==> config.mk <==
export PLATFORM = sky130hd
export DESIGN_NAME = ppbp_ram
export DESIGN_NICKNAME = d
export VERILOG_FILES = /design/src/hdl/ppbp_ram.sv
export SDC_FILE = /design/constraint.sdc
export NUM_CORES = 2
export LEC_CHECK = 0
export ABC_CLOCK_PERIOD_IN_PS = 6470
export BUFFER_PORTS_ARGS = -buffer_cell sky130_fd_sc_hd__clkbuf_2
export CAP_MARGIN = 20
export CORE_ASPECT_RATIO = 0.9
export CORE_MARGIN = 1.5
export CORE_UTILIZATION = 45
export CTS_CLUSTER_DIAMETER = 80
export DETAILED_ROUTE_END_ITERATION = 8
export PLACE_DENSITY_LB_ADDON = 0.05
export SYNTH_ARGS = -nofsm -noshare
export SYNTH_HDL_FRONTEND = slang
export SYNTH_SLANG_ARGS = --single-unit
==> constraint.sdc <==
create_clock -name clk -period 6.47 [get_ports clk]
set_input_delay 0.647 -clock clk [delete_from_list [all_inputs] [get_ports clk]]
set_output_delay 0.647 -clock clk [all_outputs]
set_load 0.01 [all_outputs]
==> src/hdl/ppbp_ram.sv <==
// Generic single write port, single read port RAM with registered read data.
module ppbp_ram #(
  parameter int WIDTH = 8,
  parameter int DEPTH = 256
) (
  input  logic                     clk,
  input  logic                     we,
  input  logic [$clog2(DEPTH)-1:0] waddr,
  input  logic [WIDTH-1:0]         wdata,
  input  logic                     re,
  input  logic [$clog2(DEPTH)-1:0] raddr,
  output logic [WIDTH-1:0]         rdata
);

  logic [WIDTH-1:0] mem_r [DEPTH];
  logic [WIDTH-1:0] rdata_r;

  always_ff @(posedge clk) begin
    if (we) begin
      mem_r[waddr] <= wdata;
    end
    if (re) begin
      rdata_r <= mem_r[raddr];
    end
  end

  assign rdata = rdata_r;

endmodule

Word-level counts from Yosys, hierarchy flattened
Memories as Yosys holds them, arrays and structs flattened. A register that Yosys moved wholly into a read port is not among the register bits. Index checks and enable logic that the tools add are counted.

Latch bits: 0. Memory bits (read-only): 0. Memories: 1. Output and inout bits: 8. Register bits after elaboration: 0. Bits of input ports: 27. RAM bits: 2048.

Memory list: mem_r (depth 256, width 8, read ports 1, clocked after Yosys merged registers in 1, wr ports 1, RTL line 15) `logic [WIDTH-1:0] mem_r [DEPTH];`.

Mux-type cells: 2. Add/sub/neg operators: 0. Equality and inequality tests: 0. Shifts and indexed selects: 0. Multiply operators: 0. Bitwise operators: 0. $lt $le $gt $ge: 0. Div/mod/pow operators: 0. Reductions and logical operators: 0.

Operator list (count): $mux W1 (2).

Logic depth before layout (Yosys ltp)
Depth in word-level cells: 2. Gate-level depth with buffers: 11. Gate-level depth less buffers: 6.

Least setup slack after synthesis
OpenSTA, ideal clock, no wires.

Kind: input -> register. From: input raddr[0]. To: register rdata_r[2], in the netlist rdata[2], read port of mem_r (data pin). Library setup time: 269 ps. Data required time: 6201 ps. Stages: 9. Buffers on the path: 4. Slack: 3747 ps. Data arrival time: 2454 ps. Cells stage by stage: buf_6 buf_12 buf_8 buf_2 mux4_2 a22oi_1 a21oi_1 nor4_1 nor4_2.

RTL lines: start, declared (RTL line 11) `input logic [$clog2(DEPTH)-1:0] raddr,`; end, declared (RTL line 16) `logic [WIDTH-1:0] rdata_r;`.

==> metrics <==
Final Slew Violations 0; status complete, no violations; endpoints failing hold 0; Worst Setup End Kind flop; clock power share 0.422; area grow syn2layout 11.9%; synth warn 0; fin crit share 0.603; Adder-Cell Fraction of Synth Area 0; clock transition at the registers of the reported paths 60 ps; post-synthesis sequential area ratio 0.775; total grt overflow 0; WS Path Type in -> reg; first-pass GRT wire length 301000 um; FF-to-FF End rdata[3]$_DFFE_PP_; clock tree buffer depth 3; cell row count 146; Inst Count DP 5988; top_reg_cell synth edfxtp_1; main area contributors after synthesis edfxtp_1 (78%), mux4_2 (13%), mux2i_1 (1.7%); Die ar. 180000 um^2; filler cell count 13700; Post-layout nets 3869; register area 61700 um^2; Clock Latency Late Sink 830 ps; DR iter-0 viols 4412; WL/cell 33.3 um; DR vias/cell 6.07; Commonest cells post-synth edfxtp_1 (2056), mux4_2 (454), nor2_1 (282), mux2i_1 (134), a22oi_1 (133); # DRC 0; IO Port Bufs 34; sw frac 0.214; most used routing layer met2; Slowest Stage Delay on Critical Path 740 ps; final core occ 0.507; Max Cap Violations 0; Mean Syn Cell Area 21.3 um^2; Yosys top cell area share 0.775; count leader, synth edfxtp_1; Placer Congestion 0.841; area leader, netlist edfxtp_1; GR met2 Demand/Resource 0.376; clk sinks 2056; CP Launch Type input port; Mapped Cells 3733; number of global-route vias before repair 39700; chip height 402 um; post-CTS sizing 0; hold endpoint mem_r[152][6]$_DFFE_PP_; compound-cell area share of the yosys netlist 0.0342; post-synthesis xor/xnor area fraction 0; RSZ-0062 raised after global routing no; Worst EP arrival 4450 ps; GRT Util Overall 0.238; register bit total from synthesis 2056; area of the multi-input gates 16600 um^2; Final Non-Filler Cells 6384; crit path max-delay cell type nor3_2; setup tns final 0 ps; clock root cell clkbuf_16; CP bufs+invs 3; CTS Hold Bufs 0; Synth Area in Simple Gates 0.0263; routed via count 38800; Final setup viols 0; largest net degree at the start of global routing 181; Post-DP HPWL 128000 um; Crit path max-delay family buffers and inverters; EDFF count, synth 2056; maximum clock rate 256 MHz; sequential share of power 0.530; Reg2Reg Setup Slack 3590 ps; drt pass-1 iters 6; Period minus WS final 3900 ps; ANT nets after route 0; hold path depth 1; CTS tree done; cell area after synthesis 79600 um^2; Syn Nets 3760; Clock Skews 35.3 ps; multiplexer share of the synthesized area 0.146; Pleak 0.0273 uW; combinational cell fraction of total power 0.048; Ports 35; total core area 176000 um^2; largest family of logic cells by synthesized area multiplexers; Worst slew margin 0.212; P per Cell Area 312 nW/um^2; maximum VDD drop 0.000259 V; initial core utilization 0.453; P_int 21900 uW; slew at the pin closest to its max-slew limit 1180 ps; initial antenna violation count 14; number of CTS-inserted buffers 209; setup bufs post-CTS 0; Clock H-tree levels 4; Routed WL 212000 um; Die X 446 um; critical-path cell list buf_8 -> buf_4 -> buf_4 -> mux4_2 -> mux4_2 -> nor2_1 -> a2111oi_2 -> nor3_2 -> nor4_1; Reg-to-Reg Start mem_r[35][3]$_DFFE_PP_; Worst R2R Path Depth 6; Unique masters post-synth 54; GR Util met3 0.0388; Critical Path RT 7020 ps; CP max FO 68; HP Class in -> reg; Async SR Flop Fraction 0; net switching power 5930 uW; Min-Delay Startpoint wdata[6]; met1 GRT Util 0.347; layout cells sized above 1 0.227
final cells by class:
type,count,area share
Multi-Input combinational cell,1442,0.186
Clock inverter,125,0.0126
Inverter,2,0.0000842
Clock buffer,255,0.0616
Timing Repair Buffer,131,0.0138
Antenna cell,5,0.000140
Sequential cell,2056,0.693
Tap cell,2368,0.0332
power groups by stage:
stage	clock network [uW]	logic, uW	registers [uW]
final	11700	1340	14700
after global routing	12400	1420	14700
after CTS	11900	1360	14700
after detailed placement	0	1360	15000
after global placement	0	1330	15000
after floorplan	0	713	15000
metrics by stage:
stage / setup slack [ps] / total power, uW / hold slack, ps / area (um^2)
after floorplan: 3750 / 15700 / 746 / 79600
after global placement: 604 / 16300 / 1180 / 82300
after detailed placement: 1710 / 16400 / 1180 / 82400
after CTS: 2630 / 28000 / 281 / 89000
after global routing: 2480 / 28500 / 320 / 89100
final: 2570 / 27800 / 348 / 89100
placed cells by master, fill, tap and decap left out, types with 32 or more instances in the layout:
cell	instances
edfxtp_1	2056
mux4_2	454
nor2_1	279
clkbuf_16	213
mux2i_1	134
a22oi_1	133
a21oi_1	96
buf_4	72
clkinv_1	50
o221ai_1	46
clkbuf_1	42
clkinv_2	41
nand3_1	34
nand2_1	32
cell families (layout without fill, tap and decap cells):
logic type | Yosys count | count (layout)
multiplexers | 591 | 591
AO/OA/AOI/OAI | 385 | 385
flip-flops | 2056 | 2056
AND/OR/NAND/NOR | 466 | 466
buffers and inverters | 235 | 513
other | 0 | 5
routing by layer:
metal / vias to the layer above / wire (um)
met1: 21000 / 91600
met4: 4 / 5160
met5: - / 27
li1: 16000 / -
met3: 289 / 13900
met2: 1512 / 102000
worst max-delay path by stage:
| stage | slack [ps] | cells after the start | startpoint | endpoint |
|---|---|---|---|---|
| 2_1_floorplan | 3750 | 9 | raddr[0] | rdata[2]$_DFFE_PP_ |
| 3_3_place_gp | 600 | 8 | raddr[0] | rdata[6]$_DFFE_PP_ |
| 3_5_place_dp | 1710 | 9 | raddr[1] | rdata[7]$_DFFE_PP_ |
| 4_1_cts | 2630 | 9 | raddr[1] | rdata[7]$_DFFE_PP_ |
| 5_1_grt | 2480 | 9 | raddr[1] | rdata[7]$_DFFE_PP_ |
| 6_report | 2570 | 9 | raddr[1] | rdata[7]$_DFFE_PP_ |
worst reg2reg max path: cells and delay by family (launching register included):
kind / cells / cell delay (ps)
compound gates: 3 / 1530
flops: 1 / 390
mux: 1 / 440
simple gates: 2 / 240
sequential cells by signal (all words and copies together) (netlist names):
signal,count
rdata,8
mem_r,2048
Power figures use the tool's default switching activity.
