--- src/hdl/ppbp_pkg.sv ---
// Shared types, constants and helpers for the paired byte pipe block.
package ppbp_pkg;

  localparam int PAIR_COUNT = 8;
  localparam int RING_DEPTH = 256;

  localparam int PAIR_W    = (PAIR_COUNT > 1) ? $clog2(PAIR_COUNT) : 1;
  localparam int PTR_W     = $clog2(RING_DEPTH);
  localparam int FILL_W    = $clog2(RING_DEPTH + 1);
  localparam int ADDR_W    = 1 + PAIR_W + PTR_W;
  localparam int RAM_DEPTH = 2 ** ADDR_W;

  // Ring select bit in the shared byte store.
  localparam logic RING_DOWN = 1'b0;
  localparam logic RING_UP   = 1'b1;

  typedef enum logic [2:0] {
    CMD_ALLOC   = 3'd0,
    CMD_FREE    = 3'd1,
    CMD_M_WRITE = 3'd2,
    CMD_M_READ  = 3'd3,
    CMD_S_WRITE = 3'd4,
    CMD_S_READ  = 3'd5
  } cmd_t;

  typedef enum logic [2:0] {
    ST_OK       = 3'd0,
    ST_BAD_PAIR = 3'd1,
    ST_FULL     = 3'd2,
    ST_EMPTY    = 3'd3,
    ST_NO_FREE  = 3'd4
  } status_t;

  typedef logic [PAIR_W-1:0] pair_t;
  typedef logic [PTR_W-1:0]  ptr_t;
  typedef logic [FILL_W-1:0] fill_t;

  typedef struct packed {
    logic [2:0] cmd;
    logic [2:0] pair_index;
    logic [7:0] data_byte;
  } in_item_t;

  typedef struct packed {
    logic [2:0] status;
    logic [7:0] read_byte;
    logic [2:0] alloc_index;
  } out_item_t;

  // Access request toward the byte store.
  typedef struct packed {
    logic              we;
    logic              re;
    logic [ADDR_W-1:0] addr;
    logic [7:0]        wdata;
  } ram_req_t;

  // Per-item outcome handed to the result register.
  typedef struct packed {
    logic [2:0] status;
    logic [2:0] alloc_index;
    logic       rd_ok;
  } result_t;

  function automatic ptr_t next_slot(input ptr_t p);
    ptr_t r;
    if (p == PTR_W'(RING_DEPTH - 1)) begin
      r = '0;
    end else begin
      r = p + 1'b1;
    end
    return r;
  endfunction

endpackage

--- src/hdl/ppbp_ctrl.sv ---
// Pair table, ring pointers and command decode for the paired byte pipes.
module ppbp_ctrl import ppbp_pkg::*; (
  input  logic     clk,
  input  logic     rst_n,
  input  logic     go,
  input  in_item_t in_item,
  output ram_req_t ram_req,
  output result_t  result
);

  logic  active_r  [PAIR_COUNT];
  ptr_t  dn_rd_r   [PAIR_COUNT];
  ptr_t  dn_wr_r   [PAIR_COUNT];
  fill_t dn_fill_r [PAIR_COUNT];
  ptr_t  up_rd_r   [PAIR_COUNT];
  ptr_t  up_wr_r   [PAIR_COUNT];
  fill_t up_fill_r [PAIR_COUNT];

  pair_t   pair_sel;
  logic    pair_in;
  logic    pair_act;
  logic    found;
  pair_t   grant;
  logic    do_alloc;
  logic    do_free;
  logic    push_dn;
  logic    pop_dn;
  logic    push_up;
  logic    pop_up;
  status_t status;

  assign pair_sel = PAIR_W'(in_item.pair_index);
  assign pair_in  = 32'(in_item.pair_index) < 32'(PAIR_COUNT);
  assign pair_act = pair_in && active_r[pair_sel];

  // Lowest inactive pair wins.
  always_comb begin
    found = 1'b0;
    grant = '0;
    for (int i = PAIR_COUNT - 1; i >= 0; i--) begin
      if (!active_r[i]) begin
        found = 1'b1;
        grant = PAIR_W'(i);
      end
    end
  end

  always_comb begin
    do_alloc = 1'b0;
    do_free  = 1'b0;
    push_dn  = 1'b0;
    pop_dn   = 1'b0;
    push_up  = 1'b0;
    pop_up   = 1'b0;
    status   = ST_OK;
    case (in_item.cmd)
      CMD_ALLOC: begin
        if (found) begin
          do_alloc = 1'b1;
        end else begin
          status = ST_NO_FREE;
        end
      end
      CMD_FREE: begin
        if (pair_in) begin
          do_free = 1'b1;
        end else begin
          status = ST_BAD_PAIR;
        end
      end
      CMD_M_WRITE: begin
        if (!pair_act) begin
          status = ST_BAD_PAIR;
        end else if (dn_fill_r[pair_sel] == FILL_W'(RING_DEPTH)) begin
          status = ST_FULL;
        end else begin
          push_dn = 1'b1;
        end
      end
      CMD_M_READ: begin
        if (!pair_act) begin
          status = ST_BAD_PAIR;
        end else if (up_fill_r[pair_sel] == '0) begin
          status = ST_EMPTY;
        end else begin
          pop_up = 1'b1;
        end
      end
      CMD_S_WRITE: begin
        if (!pair_act) begin
          status = ST_BAD_PAIR;
        end else if (up_fill_r[pair_sel] == FILL_W'(RING_DEPTH)) begin
          status = ST_FULL;
        end else begin
          push_up = 1'b1;
        end
      end
      CMD_S_READ: begin
        if (!pair_act) begin
          status = ST_BAD_PAIR;
        end else if (dn_fill_r[pair_sel] == '0) begin
          status = ST_EMPTY;
        end else begin
          pop_dn = 1'b1;
        end
      end
      default: begin
        status = ST_BAD_PAIR;
      end
    endcase
  end

  always_comb begin
    ram_req.we    = go && (push_dn || push_up);
    ram_req.re    = go && (pop_dn || pop_up);
    ram_req.wdata = in_item.data_byte;
    ram_req.addr  = {RING_DOWN, pair_sel, dn_wr_r[pair_sel]};
    if (push_up) begin
      ram_req.addr = {RING_UP, pair_sel, up_wr_r[pair_sel]};
    end else if (pop_up) begin
      ram_req.addr = {RING_UP, pair_sel, up_rd_r[pair_sel]};
    end else if (pop_dn) begin
      ram_req.addr = {RING_DOWN, pair_sel, dn_rd_r[pair_sel]};
    end
  end

  assign result.status      = status;
  assign result.alloc_index = do_alloc ? 3'(grant) : 3'd0;
  assign result.rd_ok       = pop_dn || pop_up;

  always_ff @(posedge clk) begin
    if (!rst_n) begin
      for (int i = 0; i < PAIR_COUNT; i++) begin
        active_r[i]  <= 1'b0;
        dn_rd_r[i]   <= '0;
        dn_wr_r[i]   <= '0;
        dn_fill_r[i] <= '0;
        up_rd_r[i]   <= '0;
        up_wr_r[i]   <= '0;
        up_fill_r[i] <= '0;
      end
    end else if (go) begin
      if (do_alloc) begin
        active_r[grant]  <= 1'b1;
        dn_rd_r[grant]   <= '0;
        dn_wr_r[grant]   <= '0;
        dn_fill_r[grant] <= '0;
        up_rd_r[grant]   <= '0;
        up_wr_r[grant]   <= '0;
        up_fill_r[grant] <= '0;
      end
      if (do_free) begin
        active_r[pair_sel] <= 1'b0;
      end
      if (push_dn) begin
        dn_wr_r[pair_sel]   <= next_slot(dn_wr_r[pair_sel]);
        dn_fill_r[pair_sel] <= dn_fill_r[pair_sel] + 1'b1;
      end
      if (pop_dn) begin
        dn_rd_r[pair_sel]   <= next_slot(dn_rd_r[pair_sel]);
        dn_fill_r[pair_sel] <= dn_fill_r[pair_sel] - 1'b1;
      end
      if (push_up) begin
        up_wr_r[pair_sel]   <= next_slot(up_wr_r[pair_sel]);
        up_fill_r[pair_sel] <= up_fill_r[pair_sel] + 1'b1;
      end
      if (pop_up) begin
        up_rd_r[pair_sel]   <= next_slot(up_rd_r[pair_sel]);
        up_fill_r[pair_sel] <= up_fill_r[pair_sel] - 1'b1;
      end
    end
  end

  a_one_access: assert property (@(posedge clk) disable iff (!rst_n)
    !(ram_req.we && ram_req.re))
    else $error("byte store written and read by the same beat");

  a_access_active: assert property (@(posedge clk) disable iff (!rst_n)
    (ram_req.we || ram_req.re) |-> (pair_in && active_r[pair_sel]))
    else $error("ring access on an inactive pair");

  a_grant_marks: assert property (@(posedge clk) disable iff (!rst_n)
    (go && do_alloc) |=> active_r[$past(grant)])
    else $error("granted pair not marked active");

  a_read_ok: assert property (@(posedge clk) disable iff (!rst_n)
    result.rd_ok |-> (result.status == ST_OK && result.alloc_index == 3'd0))
    else $error("read result with bad status or grant");

endmodule

--- config.mk ---
export PLATFORM = sky130hd
export DESIGN_NAME = ppbp_ctrl
export DESIGN_NICKNAME = d
export VERILOG_FILES = /design/src/hdl/ppbp_pkg.sv /design/src/hdl/ppbp_ctrl.sv
export SDC_FILE = /design/constraint.sdc
export NUM_CORES = 1
export LEC_CHECK = 0
export ABC_CLOCK_PERIOD_IN_PS = 8900
export BUFFER_PORTS_ARGS = -buffer_cell sky130_fd_sc_hd__buf_4
export CAP_MARGIN = 40
export CELL_PAD_IN_SITES_DETAIL_PLACEMENT = 0
export CELL_PAD_IN_SITES_GLOBAL_PLACEMENT = 2
export CORE_MARGIN = 2
export CORE_UTILIZATION = 30
export CTS_CLUSTER_SIZE = 10
export DETAILED_ROUTE_END_ITERATION = 8
export PLACE_DENSITY_LB_ADDON = 0.1
export SLEW_MARGIN = 20
export SYNTH_ARGS = -nofsm -noshare
export SYNTH_HDL_FRONTEND = slang
export SYNTH_SLANG_ARGS = --single-unit
--- constraint.sdc ---
create_clock -name clk -period 8.9 [get_ports clk]
set_input_delay 0.89 -clock clk [delete_from_list [all_inputs] [get_ports clk]]
set_output_delay 0.89 -clock clk [all_outputs]
set_load 0.005 [all_outputs]
After elaboration in Yosys (flattened, before gate mapping):

Memories as Yosys holds them, arrays and structs flattened.
Cells that the tools add are included.

* add/sub/neg operators: 8
* equality and inequality tests: 11
* mux-type cells: 130
* bitwise logic cells: 2
* reduce and logical (&&, ||, !) cells: 21

Operator list (count)
* $mux 8: 25
* $mux 3: 24
* $mux 1: 64
* $reduce_or 8->1: 8
* $mux 9: 6
* $reduce_or 9->1: 4
* $add 8x1->8 const B: 4
* $eq 8x8->1 const B: 4
* $mux 12: 2
* $add 9x1->9 const B: 2
* $eq 9x9->1 const B: 2
* $logic_not 9->1: 2
* $pmux 3 s6: 1
* $sub 9x1->9 const B: 2
* $mux 2: 8
* $eq 3x2->1 const B: 2
* $eq 3x3->1 const B: 2
* $eq 3x1->1 const B: 1
* $logic_not 3->1: 1
* $logic_and 1x1->1: 2
* $logic_or 1x1->1: 2
* $or 1x1->1: 2
* $reduce_or 1->1: 2

* bits in registers: 0
* bits in writable memories: 408
* input bits: 17
* output and inout port bits: 29
* logic and storage cells: 179
* memories kept: 7

Memories
* dn_fill_r: words 8, bits a word 9, rd ports 1, clocked after Yosys merged registers in 0, wr ports 8, line ppbp_ctrl.sv:14 `fill_t dn_fill_r [PAIR_COUNT];`
* up_fill_r: words 8, bits a word 9, rd ports 1, clocked after Yosys merged registers in 0, wr ports 8, line ppbp_ctrl.sv:17 `fill_t up_fill_r [PAIR_COUNT];`
* dn_rd_r: words 8, bits a word 8, rd ports 1, clocked after Yosys merged registers in 0, wr ports 8, line ppbp_ctrl.sv:12 `ptr_t dn_rd_r [PAIR_COUNT];`
* dn_wr_r: words 8, bits a word 8, rd ports 1, clocked after Yosys merged registers in 0, wr ports 8, line ppbp_ctrl.sv:13 `ptr_t dn_wr_r [PAIR_COUNT];`
* up_rd_r: words 8, bits a word 8, rd ports 1, clocked after Yosys merged registers in 0, wr ports 8, line ppbp_ctrl.sv:15 `ptr_t up_rd_r [PAIR_COUNT];`
* up_wr_r: words 8, bits a word 8, rd ports 1, clocked after Yosys merged registers in 0, wr ports 8, line ppbp_ctrl.sv:16 `ptr_t up_wr_r [PAIR_COUNT];`
* +1 memories

Logic depth before layout (Yosys ltp):

An unclocked memory read counts as a cell.

* depth after elaboration: 18
* gate-level depth with buffers: 20
* depth with buffers taken out: 15

Least setup slack after synthesis:

Ideal clock, no wire load.

* path type: input-to-reg
* from: input port in_item[8] (netlist bit)
* to: memory dn_fill_r[0][4] (netlist bit) (data pin)
* setup time: 0.272 ns
* data arrival time: 4.629 ns
* data required time: 8.628 ns
* setup slack: 3.999 ns
* stages: 18
* buffers on the path: 3
* cells stage by stage: buf_6 > buf_4 > mux4_2 > mux2_2 > a41oi_4 > nand4_1 > nand2_1 > inv_1 > buf_2 > xnor2_1 > ha_1 > inv_1 > or3_1 > o22ai_1 > a31oi_1 > xor2_1 > mux2i_1 > nor2_1

RTL lines
* start, declared: line ppbp_ctrl.sv:6 `input in_item_t in_item,`
* end, declared: line ppbp_ctrl.sv:14

==> reports/results.tsv <==
metric	value	unit
status	finished clean	
critical path launch point type	input port	
Root Buffer Master	clkbuf_16	
initial antenna violation count	0	
DIE WIDTH	269	µm
final clock skew	27.4	ps
Final TNS setup	0	ps
synth top area cells	edfxtp_1, mux4_2, nor2_1, mux2i_1, nand2_1	
Sequential cell area	12200	µm²
critical path's top delay family	simple AND/OR/NAND/NOR gates	
pin count of the biggest net entering global routing	58	
RSZ-0062 raised after global routing	no	
Req. time, crit path	8010	ps
Worst path depth	11	
most frequent cell on the critical path	buf_4	
DP HPWL	47500	µm
remaining global-route overflow	0	
vias in the first global route	14200	
P per Cell Area	189	nW/µm²
CP peak stage delay	660	ps
row count	97	
Crit. End Element	output pin	
first-pass GRT wire length	100000	µm
Syn Inst Count	1689	
CP Class	input port to output pin	
Mapped Nets	1714	
CTS tree	built	
worst vdd ir	0.000128	V
Primary FF master, synth	edfxtp_1	
Yosys reg bits	408	
post-CTS resize count	0	
IO Count	46	
Placement Cell Area	22400	µm²
Hold-fix buffers, CTS	0	
worst hold slack	569	ps
Leakage Power	8.05	nW
core box area	69800	µm²
Post-synth EDFFs	400	
setup violators final	0	
Combinational Power Share	9.4	%
1st-pass router iterations	5	
Initial Util	30.2	%
synthesized area	21000	µm²
worst r2r src	dn_fill_r[0][3]	
Seq/Total Area, Yosys	57.8	%
total clock sinks	408	
max_slew headroom	45.0	%
post-CTS setup buffer count	0	
drt wl/cell	25.3	µm
Critical Path Source	in_item[9]	
NetSw	1.10	mW
post-route antenna net violation count	0	
final instance area	23900	µm²
Worst Tran Pin Value	822	ps
DR iter-0 viols	1217	
synth warn	0	
slowest stage cell, crit path	buf_4	
routed vias	14100	
max_cap viols	0	
Crit path arrival time	5140	ps
Skew-Pair Late Insertion Delay	600	ps
crit-path cells	buf_6 -> buf_4 -> mux2_2 -> or3b_2 -> a41oi_2 -> nand4_1 -> nand3_1 -> nor2_1 -> a211oi_1 -> a21oi_1 -> buf_4	
Final min period	6030	ps
fmax	166	MHz
clk buf depth	3	
Final period util	67.8	%
nets@finish	1763	
worst reg-to-reg setup slack	3790	ps
CTS Buf Count	51	
DRC	0	
gpl congestion	0.812	
synth unique cells	91	
r2r worst-path depth	15	
Clock transition at path regs	50	ps
Worst R2R End	dn_fill_r[1][4]	
CP Max Fanout	57	
total die area	72300	µm²
Min-Delay Path Class	register to register	
sequential power share	48.6	%
leading area contributor after synthesis	edfxtp_1	
footprint of the multi-input gates	8370	µm²
final WL	68600	µm
CP bufs+invs	3	
Vias/cell	5.20	
asr flop ratio synth	0	%
fraction of layout cells with a size suffix above 1	18.0	%
area grow syn2layout	13.5	%
top cell type's share of synthesized area	57.1	%
Total GRT Usage	19.1	%
IO Port Bufs	29	
ant diodes	0	
Mapped Avg Cell Area	12.5	µm²
Clk pwr share	42.1	%
H-tree depth	2	
sw frac	24.4	%
Fillers	6909	
max-slew violations	0	
Fin. Hold Viols	0	
P_int	3.40	mW
critical path endpoint	ram_req[10]	
Die Height	269	µm
[power groups by stage]
stage	Combinational, mW	Clock (mW)	Sequential (mW)
6_report	0.422	1.89	2.19
5_1_grt	0.456	2.02	2.19
3_3_place_gp	0.424	0	2.22
4_1_cts	0.427	1.95	2.19
2_1_floorplan	0.281	0	2.22
3_5_place_dp	0.426	0	2.23
[placed cells by master (no fill, tap or decap), drive strengths merged, types with 16 or more instances in the layout]
master,instances
a21oi,75
nand2,152
mux2,16
a22oi,30
clkbuf,78
nor3,17
mux2i,85
buf,70
mux4,83
edfxtp,400
xnor2,16
nor2,442
nand3,43
nand2b,18
inv,25
o21ai,21
[per-stage QoR]
step	setup slack [ps]	total power [mW]	utilization [%]	std cells
after global routing	2570	4.67	34.2	2713
after floorplan	4000	2.50	-	1689
after global placement	2430	2.65	31.9	2611
final	2870	4.50	34.2	2713
after CTS	2640	4.57	34.2	2710
after detailed placement	2340	2.65	32.0	2622
[cell families after synthesis]
family | count (synthesis) | synth area share [%]
xor gates and xnor gates | 24 | 0.999
buffers and inverters | 99 | 2.51
DFF | 408 | 57.8
AOI/OAI and AO/OA | 225 | 9.32
adders and majority gates | 9 | 0.523
muxes | 184 | 13.8
and+or+nand+nor | 740 | 15.0
[metal layers]
metal / share of wire (%) / up-vias / wire [µm] / track usage, %
li1: - / 6440 / - / -
met1: 47 / 7277 / 32400 / 27.1
met2: 47 / 305 / 32500 / 31.4
met3: 3.6 / 75 / 2450 / 2.30
met4: 1.7 / 0 / 1190 / 4.14
met5: 0 / - / 0 / 0
[registers in the layout, summed over array words and instances, names as in the netlist]
name,flops
up_wr_r,64
dn_fill_r,72
up_fill_r,72
dn_wr_r,64
active_r,8
up_rd_r,64
dn_rd_r,64
[how the worst min path moves through the flow]
stage / from / to / depth (start not counted)
floorplan: active_r[4] / active_r[4] / 2
global placement: active_r[2] / active_r[2] / 2
detailed placement: active_r[6] / active_r[6] / 2
CTS: active_r[6] / active_r[6] / 2
global route: active_r[4] / active_r[4] / 2
finish: active_r[6] / active_r[6] / 2
[layout make-up]
type                       count  area share [%]
sequential                   408            51.0
multi-input combinational   1182            35.0
clock buffer                  77            5.92
tap                          940            4.92
timing repair buffer          71            2.48
inverter                      24           0.377
clock inverter                11           0.304
[Yosys cell counts, drive strengths merged, types with 3 or more instances]
cell	count
a2111oi	3
a211oi	10
a21oi	75
a22o	5
a22oi	30
a31oi	11
a32oi	8
a41oi	5
and2	7
and3	7
and4	4
buf	58
clkbuf	17
dfxtp	8
edfxtp	400
ha	8
inv	22
mux2	16
mux2i	85
mux4	83
nand2	152
nand2b	18
nand3	43
nand4	15
nor2	442
nor2b	8
nor3	17
nor4	3
o211ai	12
o21a	3
o21ai	21
o22ai	10
o31ai	6
o32ai	3
or2	4
or3	9
or3b	3
xnor2	16
xor2	8
[tightest hold or removal path: stages (launching register included)]
cell and delay [ps]:
dfxtp_1 340, o211ai_1 100, o31ai_1 70
(Power assumes the default switching activity.)
